==> src/sv/hsv2rgb_pkg.sv <==
// Shared constants, widths and the hue sector type for the HSV to RGB converter.
// No dependencies; the interfaces and the core import this package.
`timescale 1ns / 1ps

package hsv2rgb_pkg;

   localparam int HUE_W = 16;
   localparam int PCT_IN_W = 8;
   localparam int PCT_W = 7;

   localparam int HUE_FULL = 360;
   localparam int PCT_FULL = 100;
   localparam int SECTOR_DEG = 60;
   localparam int FRAC_SCALE = SECTOR_DEG * PCT_FULL;

   // Reciprocal constants: floor(x / d) == (x * M) >> K over the ranges used here.
   localparam logic [13:0] RECIP_360 = 14'd11651;   // K = 22, x < 65536
   localparam logic [10:0] RECIP_60 = 11'd1093;     // K = 16, x < 360
   localparam logic [19:0] RECIP_6000 = 20'd715828; // K = 32, x <= 600000
   localparam logic [13:0] RECIP_100 = 14'd10486;   // K = 20, x <= 10000

   typedef enum logic [2:0] {
      SEC_RED = 3'd0,
      SEC_YELLOW = 3'd1,
      SEC_GREEN = 3'd2,
      SEC_CYAN = 3'd3,
      SEC_BLUE = 3'd4,
      SEC_MAGENTA = 3'd5
   } sector_type;

endpackage

==> src/sv/hsv2rgb_if.sv <==
// Valid/ready channel interfaces for HSV requests and RGB responses.
// Depends on hsv2rgb_pkg for the field widths.
`timescale 1ns / 1ps

interface hsv2rgb_req_if import hsv2rgb_pkg::*; ();
   logic valid;
   logic ready;
   logic [HUE_W-1:0] hue;
   logic [PCT_IN_W-1:0] saturation;
   logic [PCT_IN_W-1:0] brightness;

   modport source (output valid, output hue, output saturation, output brightness,
                   input ready);
   modport sink (input valid, input hue, input saturation, input brightness,
                 output ready);
endinterface

interface hsv2rgb_rsp_if import hsv2rgb_pkg::*; ();
   logic valid;
   logic ready;
   logic [PCT_W-1:0] red;
   logic [PCT_W-1:0] green;
   logic [PCT_W-1:0] blue;

   modport source (output valid, output red, output green, output blue, input ready);
   modport sink (input valid, input red, input green, input blue, output ready);
endinterface

==> src/sv/hsv_to_rgb_converter_core.sv <==
// Top level of the HSV to RGB converter: a six-stage pipeline with per-stage valid bits.
// Depends on hsv2rgb_pkg and the channel interfaces in hsv2rgb_if.sv.
`timescale 1ns / 1ps

// How to use this block:
// The req_chan channel carries one HSV color per beat (hue in degrees, saturation and
// brightness in percent). The rsp_chan channel returns one RGB color per beat, each
// channel in percent from 0 to 100. A beat moves when valid and ready are both high.
// Hue is reduced modulo 360; saturation and brightness above 100 are treated as 100.
// A beat accepted into stage 1 moves through stages 2 to 5 into the output register of
// stage 6, which drives rsp_chan; a stalled receiver holds it where it is.
// Throughput is one color per cycle while the response side does not stall. The stages
// are hue quotient by 360 with the percentage clamp, hue reduction, sector split, small
// products, the two long products, and the reciprocal divisions with the channel select.
// Each stage holds its own valid bit and moves forward when the stage ahead is empty
// or moving, so a stalled receiver fills the bubbles first and then holds req_chan
// ready low; no beat is dropped or repeated. The output register keeps its beat
// steady until it is taken.
// Reset is synchronous and active high. It empties every stage; no beat is in flight
// afterwards and the block is ready at once. There is no configuration and no state
// carried from one color to the next.
module hsv_to_rgb_converter_core import hsv2rgb_pkg::*; (
   input logic clock,
   input logic reset,
   hsv2rgb_req_if.sink req_chan,
   hsv2rgb_rsp_if.source rsp_chan
);

   // Stage valid bits and load enables.
   logic s1_vld_ff, s2_vld_ff, s3_vld_ff, s4_vld_ff, s5_vld_ff, s6_vld_ff;
   logic s1_rdy, s2_rdy, s3_rdy, s4_rdy, s5_rdy, s6_rdy;

   // Stage 1: quotient of hue by 360, limited percentages.
   logic [HUE_W-1:0] s1_hue_ff;
   logic [7:0] s1_quo_ff, s1_quo_in;
   logic [PCT_W-1:0] s1_sat_ff, s1_sat_in, s1_val_ff, s1_val_in;
   logic [29:0] s1_prod;

   // Stage 2: hue reduced to 0..359.
   logic [8:0] s2_h_ff, s2_h_in;
   logic [PCT_W-1:0] s2_sat_ff, s2_val_ff;
   logic [15:0] s2_wrap;
   logic [15:0] s2_diff;

   // Stage 3: sector and offset inside the sector.
   sector_type s3_sec_ff, s3_sec_in;
   logic [5:0] s3_r_ff, s3_r_in;
   logic [PCT_W-1:0] s3_sat_ff, s3_val_ff;
   logic [19:0] s3_prod;
   logic [8:0] s3_base;
   logic [8:0] s3_diff;

   // Stage 4: short products.
   logic [12:0] s4_rs_ff, s4_rs_in, s4_rt_ff, s4_rt_in;
   logic [13:0] s4_pn_ff, s4_pn_in;
   sector_type s4_sec_ff;
   logic [PCT_W-1:0] s4_val_ff;
   logic [5:0] s4_rinv;

   // Stage 5: long products for q and t.
   logic [19:0] s5_qn_ff, s5_qn_in, s5_tn_ff, s5_tn_in;
   logic [13:0] s5_pn_ff;
   sector_type s5_sec_ff;
   logic [PCT_W-1:0] s5_val_ff;

   // Stage 6: divisions by reciprocal and channel select into the output register.
   logic [39:0] s6_qprod, s6_tprod;
   logic [27:0] s6_pprod;
   logic [PCT_W-1:0] s6_q, s6_t, s6_p;
   logic [PCT_W-1:0] red_ff, red_in, green_ff, green_in, blue_ff, blue_in;

   // A stage may load when it is empty or its content moves on this cycle.
   assign s6_rdy = !s6_vld_ff || rsp_chan.ready;
   assign s5_rdy = !s5_vld_ff || s6_rdy;
   assign s4_rdy = !s4_vld_ff || s5_rdy;
   assign s3_rdy = !s3_vld_ff || s4_rdy;
   assign s2_rdy = !s2_vld_ff || s3_rdy;
   assign s1_rdy = !s1_vld_ff || s2_rdy;
   assign req_chan.ready = s1_rdy;

   always_comb begin
      // Stage 1 logic.
      s1_prod = req_chan.hue * RECIP_360;
      s1_quo_in = s1_prod[29:22];
      s1_sat_in = (req_chan.saturation > PCT_IN_W'(PCT_FULL)) ? PCT_W'(PCT_FULL)
                                                             : req_chan.saturation[PCT_W-1:0];
      s1_val_in = (req_chan.brightness > PCT_IN_W'(PCT_FULL)) ? PCT_W'(PCT_FULL)
                                                             : req_chan.brightness[PCT_W-1:0];

      // Stage 2 logic: the quotient is exact, so the difference is below 360.
      s2_wrap = 16'(s1_quo_ff) * 16'(HUE_FULL);
      s2_diff = s1_hue_ff - s2_wrap;
      s2_h_in = s2_diff[8:0];

      // Stage 3 logic.
      s3_prod = 20'(s2_h_ff) * 20'(RECIP_60);
      s3_sec_in = sector_type'(s3_prod[18:16]);
      s3_base = 9'(s3_prod[18:16]) * 9'(SECTOR_DEG);
      s3_diff = s2_h_ff - s3_base;
      s3_r_in = s3_diff[5:0];

      // Stage 4 logic.
      s4_rinv = 6'(SECTOR_DEG) - s3_r_ff;
      s4_rs_in = 13'(s3_r_ff) * 13'(s3_sat_ff);
      s4_rt_in = 13'(s4_rinv) * 13'(s3_sat_ff);
      s4_pn_in = 14'(s3_val_ff) * 14'(7'(PCT_FULL) - s3_sat_ff);

      // Stage 5 logic.
      s5_qn_in = 20'(s4_val_ff) * 20'(13'(FRAC_SCALE) - s4_rs_ff);
      s5_tn_in = 20'(s4_val_ff) * 20'(13'(FRAC_SCALE) - s4_rt_ff);

      // Stage 6 logic.
      s6_qprod = 40'(s5_qn_ff) * 40'(RECIP_6000);
      s6_tprod = 40'(s5_tn_ff) * 40'(RECIP_6000);
      s6_pprod = 28'(s5_pn_ff) * 28'(RECIP_100);
      s6_q = s6_qprod[38:32];
      s6_t = s6_tprod[38:32];
      s6_p = s6_pprod[26:20];

      case (s5_sec_ff)
         SEC_RED: begin
            red_in = s5_val_ff; green_in = s6_t; blue_in = s6_p;
         end
         SEC_YELLOW: begin
            red_in = s6_q; green_in = s5_val_ff; blue_in = s6_p;
         end
         SEC_GREEN: begin
            red_in = s6_p; green_in = s5_val_ff; blue_in = s6_t;
         end
         SEC_CYAN: begin
            red_in = s6_p; green_in = s6_q; blue_in = s5_val_ff;
         end
         SEC_BLUE: begin
            red_in = s6_t; green_in = s6_p; blue_in = s5_val_ff;
         end
         default: begin
            red_in = s5_val_ff; green_in = s6_p; blue_in = s6_q;
         end
      endcase
   end

   // Valid bits.
   always_ff @(posedge clock) begin
      if (reset) begin
         s1_vld_ff <= 1'b0;
         s2_vld_ff <= 1'b0;
         s3_vld_ff <= 1'b0;
         s4_vld_ff <= 1'b0;
         s5_vld_ff <= 1'b0;
         s6_vld_ff <= 1'b0;
      end else begin
         if (s1_rdy) s1_vld_ff <= req_chan.valid;
         if (s2_rdy) s2_vld_ff <= s1_vld_ff;
         if (s3_rdy) s3_vld_ff <= s2_vld_ff;
         if (s4_rdy) s4_vld_ff <= s3_vld_ff;
         if (s5_rdy) s5_vld_ff <= s4_vld_ff;
         if (s6_rdy) s6_vld_ff <= s5_vld_ff;
      end
   end

   // Payload registers; they load with their stage and need no reset.
   always_ff @(posedge clock) begin
      if (s1_rdy) begin
         s1_hue_ff <= req_chan.hue;
         s1_quo_ff <= s1_quo_in;
         s1_sat_ff <= s1_sat_in;
         s1_val_ff <= s1_val_in;
      end
      if (s2_rdy) begin
         s2_h_ff <= s2_h_in;
         s2_sat_ff <= s1_sat_ff;
         s2_val_ff <= s1_val_ff;
      end
      if (s3_rdy) begin
         s3_sec_ff <= s3_sec_in;
         s3_r_ff <= s3_r_in;
         s3_sat_ff <= s2_sat_ff;
         s3_val_ff <= s2_val_ff;
      end
      if (s4_rdy) begin
         s4_rs_ff <= s4_rs_in;
         s4_rt_ff <= s4_rt_in;
         s4_pn_ff <= s4_pn_in;
         s4_sec_ff <= s3_sec_ff;
         s4_val_ff <= s3_val_ff;
      end
      if (s5_rdy) begin
         s5_qn_ff <= s5_qn_in;
         s5_tn_ff <= s5_tn_in;
         s5_pn_ff <= s4_pn_ff;
         s5_sec_ff <= s4_sec_ff;
         s5_val_ff <= s4_val_ff;
      end
      if (s6_rdy) begin
         red_ff <= red_in;
         green_ff <= green_in;
         blue_ff <= blue_in;
      end
   end

   assign rsp_chan.valid = s6_vld_ff;
   assign rsp_chan.red = red_ff;
   assign rsp_chan.green = green_ff;
   assign rsp_chan.blue = blue_ff;

   // The reduced hue must always land inside one turn.
   a_hue_reduced: assert property (@(posedge clock) disable iff (reset)
      s2_vld_ff |-> s2_h_ff < 9'(HUE_FULL))
      else $error("reduced hue out of range");

   // Sector split must give a legal sector and an offset below one sector width.
   a_sector_split: assert property (@(posedge clock) disable iff (reset)
      s3_vld_ff |-> (s3_sec_ff <= SEC_MAGENTA) && (s3_r_ff < 6'(SECTOR_DEG)))
      else $error("sector split out of range");

   // Every delivered channel is a percentage.
   a_out_pct: assert property (@(posedge clock) disable iff (reset)
      rsp_chan.valid |-> (red_ff <= 7'(PCT_FULL)) && (green_ff <= 7'(PCT_FULL))
                         && (blue_ff <= 7'(PCT_FULL)))
      else $error("output channel above 100");

   // Stage five, holding a beat while stage six is blocked, must not lose it.
   a_no_drop: assert property (@(posedge clock) disable iff (reset)
      s5_vld_ff && !s6_rdy |=> s5_vld_ff && $stable(s5_qn_ff))
      else $error("stalled beat lost in stage five");

endmodule

==> src/flat_wrapper.sv <==
// flat-port wrapper written by rule: the top's interface ports become plain ports
module hsv_to_rgb_converter_core_flat import hsv2rgb_pkg::*;
  (clock, reset, req_chan_valid, req_chan_hue, req_chan_saturation, req_chan_brightness, req_chan_ready, rsp_chan_valid, rsp_chan_red, rsp_chan_green, rsp_chan_blue, rsp_chan_ready);
  hsv2rgb_req_if req_chan_i ();
  hsv2rgb_rsp_if rsp_chan_i ();
  input logic clock;
  input logic reset;
  input wire logic [$bits(req_chan_i.valid)-1:0] req_chan_valid;
  input wire logic [$bits(req_chan_i.hue)-1:0] req_chan_hue;
  input wire logic [$bits(req_chan_i.saturation)-1:0] req_chan_saturation;
  input wire logic [$bits(req_chan_i.brightness)-1:0] req_chan_brightness;
  output wire logic [$bits(req_chan_i.ready)-1:0] req_chan_ready;
  output wire logic [$bits(rsp_chan_i.valid)-1:0] rsp_chan_valid;
  output wire logic [$bits(rsp_chan_i.red)-1:0] rsp_chan_red;
  output wire logic [$bits(rsp_chan_i.green)-1:0] rsp_chan_green;
  output wire logic [$bits(rsp_chan_i.blue)-1:0] rsp_chan_blue;
  input wire logic [$bits(rsp_chan_i.ready)-1:0] rsp_chan_ready;
  assign req_chan_i.valid = req_chan_valid;
  assign req_chan_i.hue = req_chan_hue;
  assign req_chan_i.saturation = req_chan_saturation;
  assign req_chan_i.brightness = req_chan_brightness;
  assign req_chan_ready = req_chan_i.ready;
  assign rsp_chan_valid = rsp_chan_i.valid;
  assign rsp_chan_red = rsp_chan_i.red;
  assign rsp_chan_green = rsp_chan_i.green;
  assign rsp_chan_blue = rsp_chan_i.blue;
  assign rsp_chan_i.ready = rsp_chan_ready;
  hsv_to_rgb_converter_core u_core (.clock(clock), .reset(reset), .req_chan(req_chan_i), .rsp_chan(rsp_chan_i));
endmodule
==> config.mk <==
export PLATFORM = sky130hd
export DESIGN_NAME = hsv_to_rgb_converter_core_flat
export DESIGN_NICKNAME = d
export VERILOG_FILES = /design/src/sv/hsv2rgb_pkg.sv /design/src/sv/hsv2rgb_if.sv /design/src/sv/hsv_to_rgb_converter_core.sv /design/src/flat_wrapper.sv
export SDC_FILE = /design/constraint.sdc
export NUM_CORES = 2
export LEC_CHECK = 0
export BUFFER_PORTS_ARGS = -buffer_cell sky130_fd_sc_hd__buf_2
export CORE_AREA = 2 2 392 200
export CTS_BUF_LIST = sky130_fd_sc_hd__clkbuf_2
export DETAILED_ROUTE_END_ITERATION = 6
export DIE_AREA = 0 0 394 202
export GPL_TIMING_DRIVEN = 0
export HOLD_SLACK_MARGIN = 0.02
export PLACE_DENSITY = 0.67
export SYNTH_ARGS = -nofsm -noshare
export SYNTH_HDL_FRONTEND = slang
export SYNTH_SLANG_ARGS = --single-unit
==> constraint.sdc <==
create_clock -name clock -period 7.6 [get_ports clock]
set_input_delay 0.76 -clock clock [delete_from_list [all_inputs] [get_ports clock]]
set_output_delay 0.76 -clock clock [all_outputs]
set_load 0.01 [all_outputs]
# == After elaboration in Yosys (flattened, before gate mapping) ==
# Index checks and enable logic that the tools add are counted.
# word_totals
input_bits,36
word_cells,74
regBits,218
out_inout_bits,23
# classes
eq_ne,4
n_reduce_logical,17
magnitude_cmp,2
n_mul,12
add_sub_neg,6
muxes,3
# op_table
op,n
$mul 20x18->37 const B,2
$pmux 7 s3,3
$mul 7x20->20,2
$mul 16x14->30 const B,1
$sub 13x13->14 const A,2
$mul 14x13->26 const B,1
$mul 6x7->13,2
$mul 9x11->19 const B,1
$gt 8x7->1 const B,2
$mul 7x14->14,1
$sub 9x9->9,1
$mul 8x6->6 const B,1
$reduce_or 2->1,4
$sub 7x7->8 const A,1
$eq 3x2->1 const B,2
$logic_not 1->1,6
$logic_or 1x1->1,6
$sub 6x6->6,1
$sub 6x6->6 const A,1
$mul 3x4->4 const B,1
$eq 3x1->1 const B,1
$eq 3x3->1 const B,1
$logic_not 3->1,1

# == Depth between registers and ports, before layout ==
# depth
word_depth,7
depth_mapped,24
ltp_nobuf,23

# == Worst setup path after synthesis ==
# Ideal clock, no wire load.
# synth_timing
kind,flip-flop to flip-flop
startpoint,register u_core.s5_tn_ff[5]
endpoint,register u_core.red_ff[6] (netlist: u_core.rsp_chan.red[6]) (data pin)
path_buffers,0
stages_incl_launch_ff,21
synth_period_minus_slack_ns,5.687
path_slack_ns,1.913
arrival_time_ns,5.426
required_ns,7.339
path_cell_list,edfxtp_1 -> ha_1 -> fa_1 -> inv_1 -> fa_1 -> inv_1 -> fa_1 -> fa_1 -> inv_1 -> fa_1 -> inv_1 -> ha_1 -> a21oi_1 -> o21ai_1 -> a211o_1 -> a211oi_2 -> o311ai_2 -> a21oi_2 -> xor2_2 -> a21oi_1 -> a221o_1
# synth_between
elab_chain_len,2
# synth_lines
element,line,rtl
from (decl),hsv_to_rgb_converter_core.sv:61,"logic [19:0] s5_qn_ff, s5_qn_in, s5_tn_ff, s5_tn_in;"
from (signal assigned),hsv_to_rgb_converter_core.sv:189,s5_tn_ff <= s5_tn_in;
$mul 20x18->37,hsv_to_rgb_converter_core.sv:114,s6_tprod = 40'(s5_tn_ff) * 40'(RECIP_6000);
$pmux 7 s3,hsv_to_rgb_converter_core.sv:120,case (s5_sec_ff)
named net u_core.red_in[6],hsv_to_rgb_converter_core.sv:70,"logic [PCT_W-1:0] red_ff, red_in, green_ff, green_in, blue_ff, blue_in;"
to (signal assigned),hsv_to_rgb_converter_core.sv:195,red_ff <= red_in;
to (decl),hsv_to_rgb_converter_core.sv:70,
# The timed path passes the listed nets, and every way through them passes these cells.
# A chain may end at the register's enable or synchronous reset.

# == Worst setup path in the final report ==
# layout_timing
startpoint,register u_core.s5_tn_ff[7]
endpoint,register u_core.green_ff[0] (netlist: u_core.rsp_chan.green[0]) (data pin)
# layout_between
elab_chain_len,2
# layout_lines
element,line,rtl
$mul 20x18->37,hsv_to_rgb_converter_core.sv:114,
$pmux 7 s3,hsv_to_rgb_converter_core.sv:120,
named net u_core.green_in[0],hsv_to_rgb_converter_core.sv:70,
to (signal assigned),hsv_to_rgb_converter_core.sv:196,green_ff <= green_in;
to (decl),hsv_to_rgb_converter_core.sv:70,
# The timed path passes the listed nets, and every way through them passes these cells.

==> flow_summary.yaml <==
run_status:
  status: "finished, final reports clean"
synth:
  synth_cell_types: 70
  postSynthNetCount: 4967
  synth_warnings: 0
  ys_async_sr_fraction: 0
  yosysTopAreaCellShare: 0.3191
  ys_seq_area_frac: 0.1691
  synth_area_sq_mm: 0.03764
  synth_area_per_cell_sq_um: 10.31
  synthFlopType: "edfxtp_1"
  yosysTopAreaCell: "fa_1"
  synthTopCellsByArea: "fa_1 (32%), ha_1 (23%), edfxtp_1 (17%)"
  synthCells: 3651
  ys_seq_elements: 214
  synth_edf_count: 208
sta:
  period_share: 0.9668
  hold_viol_final: 0
  drv_slew: 0
  rsz0062_at_grt: "no"
  min_period_ns: 7.348
  finClkSkew_ns: 0.1828
  setup_ws_ns: 0.2521
  timing.fmax_mhz: 136.1
  slew_headroom: 0.2072
  worst_slew_pin_slew_ns: 1.186
  fin_tns_setup_ns: 0
  setup_viol: 0
cts:
  tritoncts: "done"
  cts_sinks: 214
  cts.path.max_buffers: 3
  clockRootBuffer: "clkbuf_2"
  h-tree-depth: 2
  numCtsBuffers: 49
  clkTransAtPathRegs_ns: 0.12
  clock_latency_ns: 1.03
  post_cts_resized: 0
global_routing:
  grt_max_degree: 64
  grt_pass1_wl_microns: 140500
  grt_pass1_vias: 25349
  grt_remaining_overflow: 0
  grt_usage: 0.2258
  antenna_found_initial: 4
route:
  ant_nets: 0
  dr.pass1.iters: 6
  drc: 0
  vias: 24401
  drtIter0Drc: 1636
  drt-vias-per-instance: 5.014
  routed_wl_microns: 85790
  wl_per_cell_microns: 17.63
floorplan:
  die_h_microns: 202
  core-area_sq_mm: 0.07630
  rows: 72
  die_w_microns: 394
  initial_core_util: 0.4933
  dieArea_sq_mm: 0.07959
  ios: 59
cells_and_area:
  fin_nets: 5112
  fillers: 6921
  synthToLayoutAreaGrowth_pct: 6.481
  drive_gt1_frac: 0.04648
critical_path:
  worst-path-max-fanout: 6
  critPathLaunchType: "flop"
  rrSetupSlack_ns: 0.25
  crit_arrival_ns: 8.03
  required_ns: 8.28
  critical_path.endpoint_type: "flop"
  worst-setup-path-type: "flop to flop"
placement:
  dp_slack_ns: 0.3679
  routabilityCongestion: 0.9957
  place_hpwl_microns: 74970
  io_buffers: 58
min_path:
  min_path_type: "input port to flop"
run:
  maxCapViolCount: 0
-- metrics by stage --
stage	cells	area (sq um)	utilization	hold WS, ns
5_1_grt	4867	40080	0.5253	0.08050
2_1_floorplan	3651	37640	-	0.4003
3_5_place_dp	4747	39270	0.5147	0.4045
6_report	4867	40080	0.5253	0.2369
4_1_cts	4863	40060	0.5250	0.1229
3_3_place_gp	4745	39230	0.5141	0.4011
-- path summary, 6_finish.rpt --
check,start,depth (start not counted),to
worst max-delay path,u_core.s5_tn_ff[7],20,u_core.rsp_chan.green[0]
worst min-delay path,req_chan_saturation[7],3,u_core.s1_sat_ff[0]
worst max register to register,u_core.s5_tn_ff[7],20,u_core.rsp_chan.green[0]
worst min register to register,u_core.s4_pn_ff[2],0,u_core.s5_pn_ff[2]
-- cells by family after synthesis --
family	count (synthesis)	share of synthesized area
simple gates	611	0.08180
buf+inv	1056	0.1054
flops	214	0.1691
mux	13	0.003490
compound gates	304	0.05468
xor+xnor	173	0.04045
fa+ha+maj	1280	0.5451
-- what timing repair did --
item | in CTS | in global routing
setup buffers | 0 | 3
setup endpoints to repair | 0 | 1
endpoints found under the hold margin | 27 | 0
hold buffers | 31 | 0
-- per-layer routing --
metal | share of wire | track usage | routed length (microns) | vias up
met1 | 0.54 | 0.3752 | 46330 | 11803
li1 | - | - | - | 11751
met2 | 0.34 | 0.2755 | 29210 | 797
met3 | 0.11 | 0.08538 | 9713 | 50
met4 | 0.0063 | 0.02176 | 538 | 0
met5 | 0 | 0 | 0 | -
-- synth_stat cells, types with 4 or more instances --
master and count:
dfxtp_1 6, nor3_1 27, xor2_1 31, nand2b_1 20, edfxtp_1 208, and3_1 9, o21bai_1 23, o21ai_0 41
a211oi_1 10, mux2i_1 12, a221oi_1 8, nor4_1 6, a21oi_1 100, and2_1 158, fa_1 600, nor2_1 96
a31oi_1 10, or3_1 5, nand3_1 24, o31ai_1 5, xnor2_1 141, o211ai_1 11, nand4_1 11, a211o_1 6
ha_1 680, clkbuf_1 43, o21a_1 15, or2_2 5, o22ai_1 4, inv_1 1009, nand2_1 193, o21ai_1 6
nor2b_1 46, a21o_1 26
-- registers in the layout, indices dropped and copies added (netlist names), 9 cells and up --
| register | cells |
|---|---|
| u_core.s1_hue_ff | 9 |
| u_core.s4_rt_ff | 13 |
| u_core.s4_rs_ff | 12 |
| u_core.s2_h_ff | 9 |
| u_core.s5_qn_ff | 19 |
| u_core.s5_tn_ff | 20 |
| u_core.s5_pn_ff | 14 |
| u_core.s4_pn_ff | 14 |
-- final cells by class --
type / instances / area, sq um / share of cell area
clock buffers: 69 / 345.3 / 0.008615
flip-flops and latches: 214 / 6366 / 0.1588
well taps: 1036 / 1296 / 0.03234
clock inverters: 16 / 130.1 / 0.003246
plain buffers: 45 / 171.4 / 0.004276
multi-input cells: 2381 / 27320 / 0.6815
repair buffers: 94 / 658.1 / 0.01642
diodes: 1 / 2.502 / 0.00006243
inverters: 1011 / 3795 / 0.09467
-- critical path, cell delays in order, from the launching register on --
cell and delay (ns):
edfxtp_1 0.60, ha_1 0.46, inv_1 0.09, fa_1 0.54, inv_1 0.05, fa_1 0.46, fa_1 0.52, fa_1 0.64
inv_1 0.10, fa_1 0.62, inv_1 0.06, ha_1 0.30, nand2_1 0.09, nor3_1 0.05, a211o_1 0.38, a211oi_2 0.51
a21oi_1 0.13, a211o_1 0.31, xor2_1 0.37, mux2i_1 0.13, a221oi_1 0.61
-- placed cells by master, fill, tap and decap left out, drive strengths merged, types with 12 or more instances in the layout --
cell / netlist / routed
a21o: 26 / 26
a21oi: 103 / 103
and2: 158 / 158
buf: 2 / 65
clkbuf: 43 / 112
clkinv: 1 / 12
dlygate4sd3: 0 / 31
edfxtp: 208 / 208
fa: 600 / 600
ha: 680 / 680
inv: 1010 / 1012
mux2i: 12 / 12
nand2: 193 / 193
nand2b: 20 / 20
nand3: 25 / 25
nor2: 97 / 97
nor2b: 46 / 46
nor3: 27 / 27
o21a: 15 / 15
o21ai: 47 / 47
o21bai: 23 / 23
xnor2: 141 / 141
xor2: 32 / 32
Power is left out: the tool's default activity adds up to more than one toggle a clock period on the data nets, which glitch-free logic cannot reach.
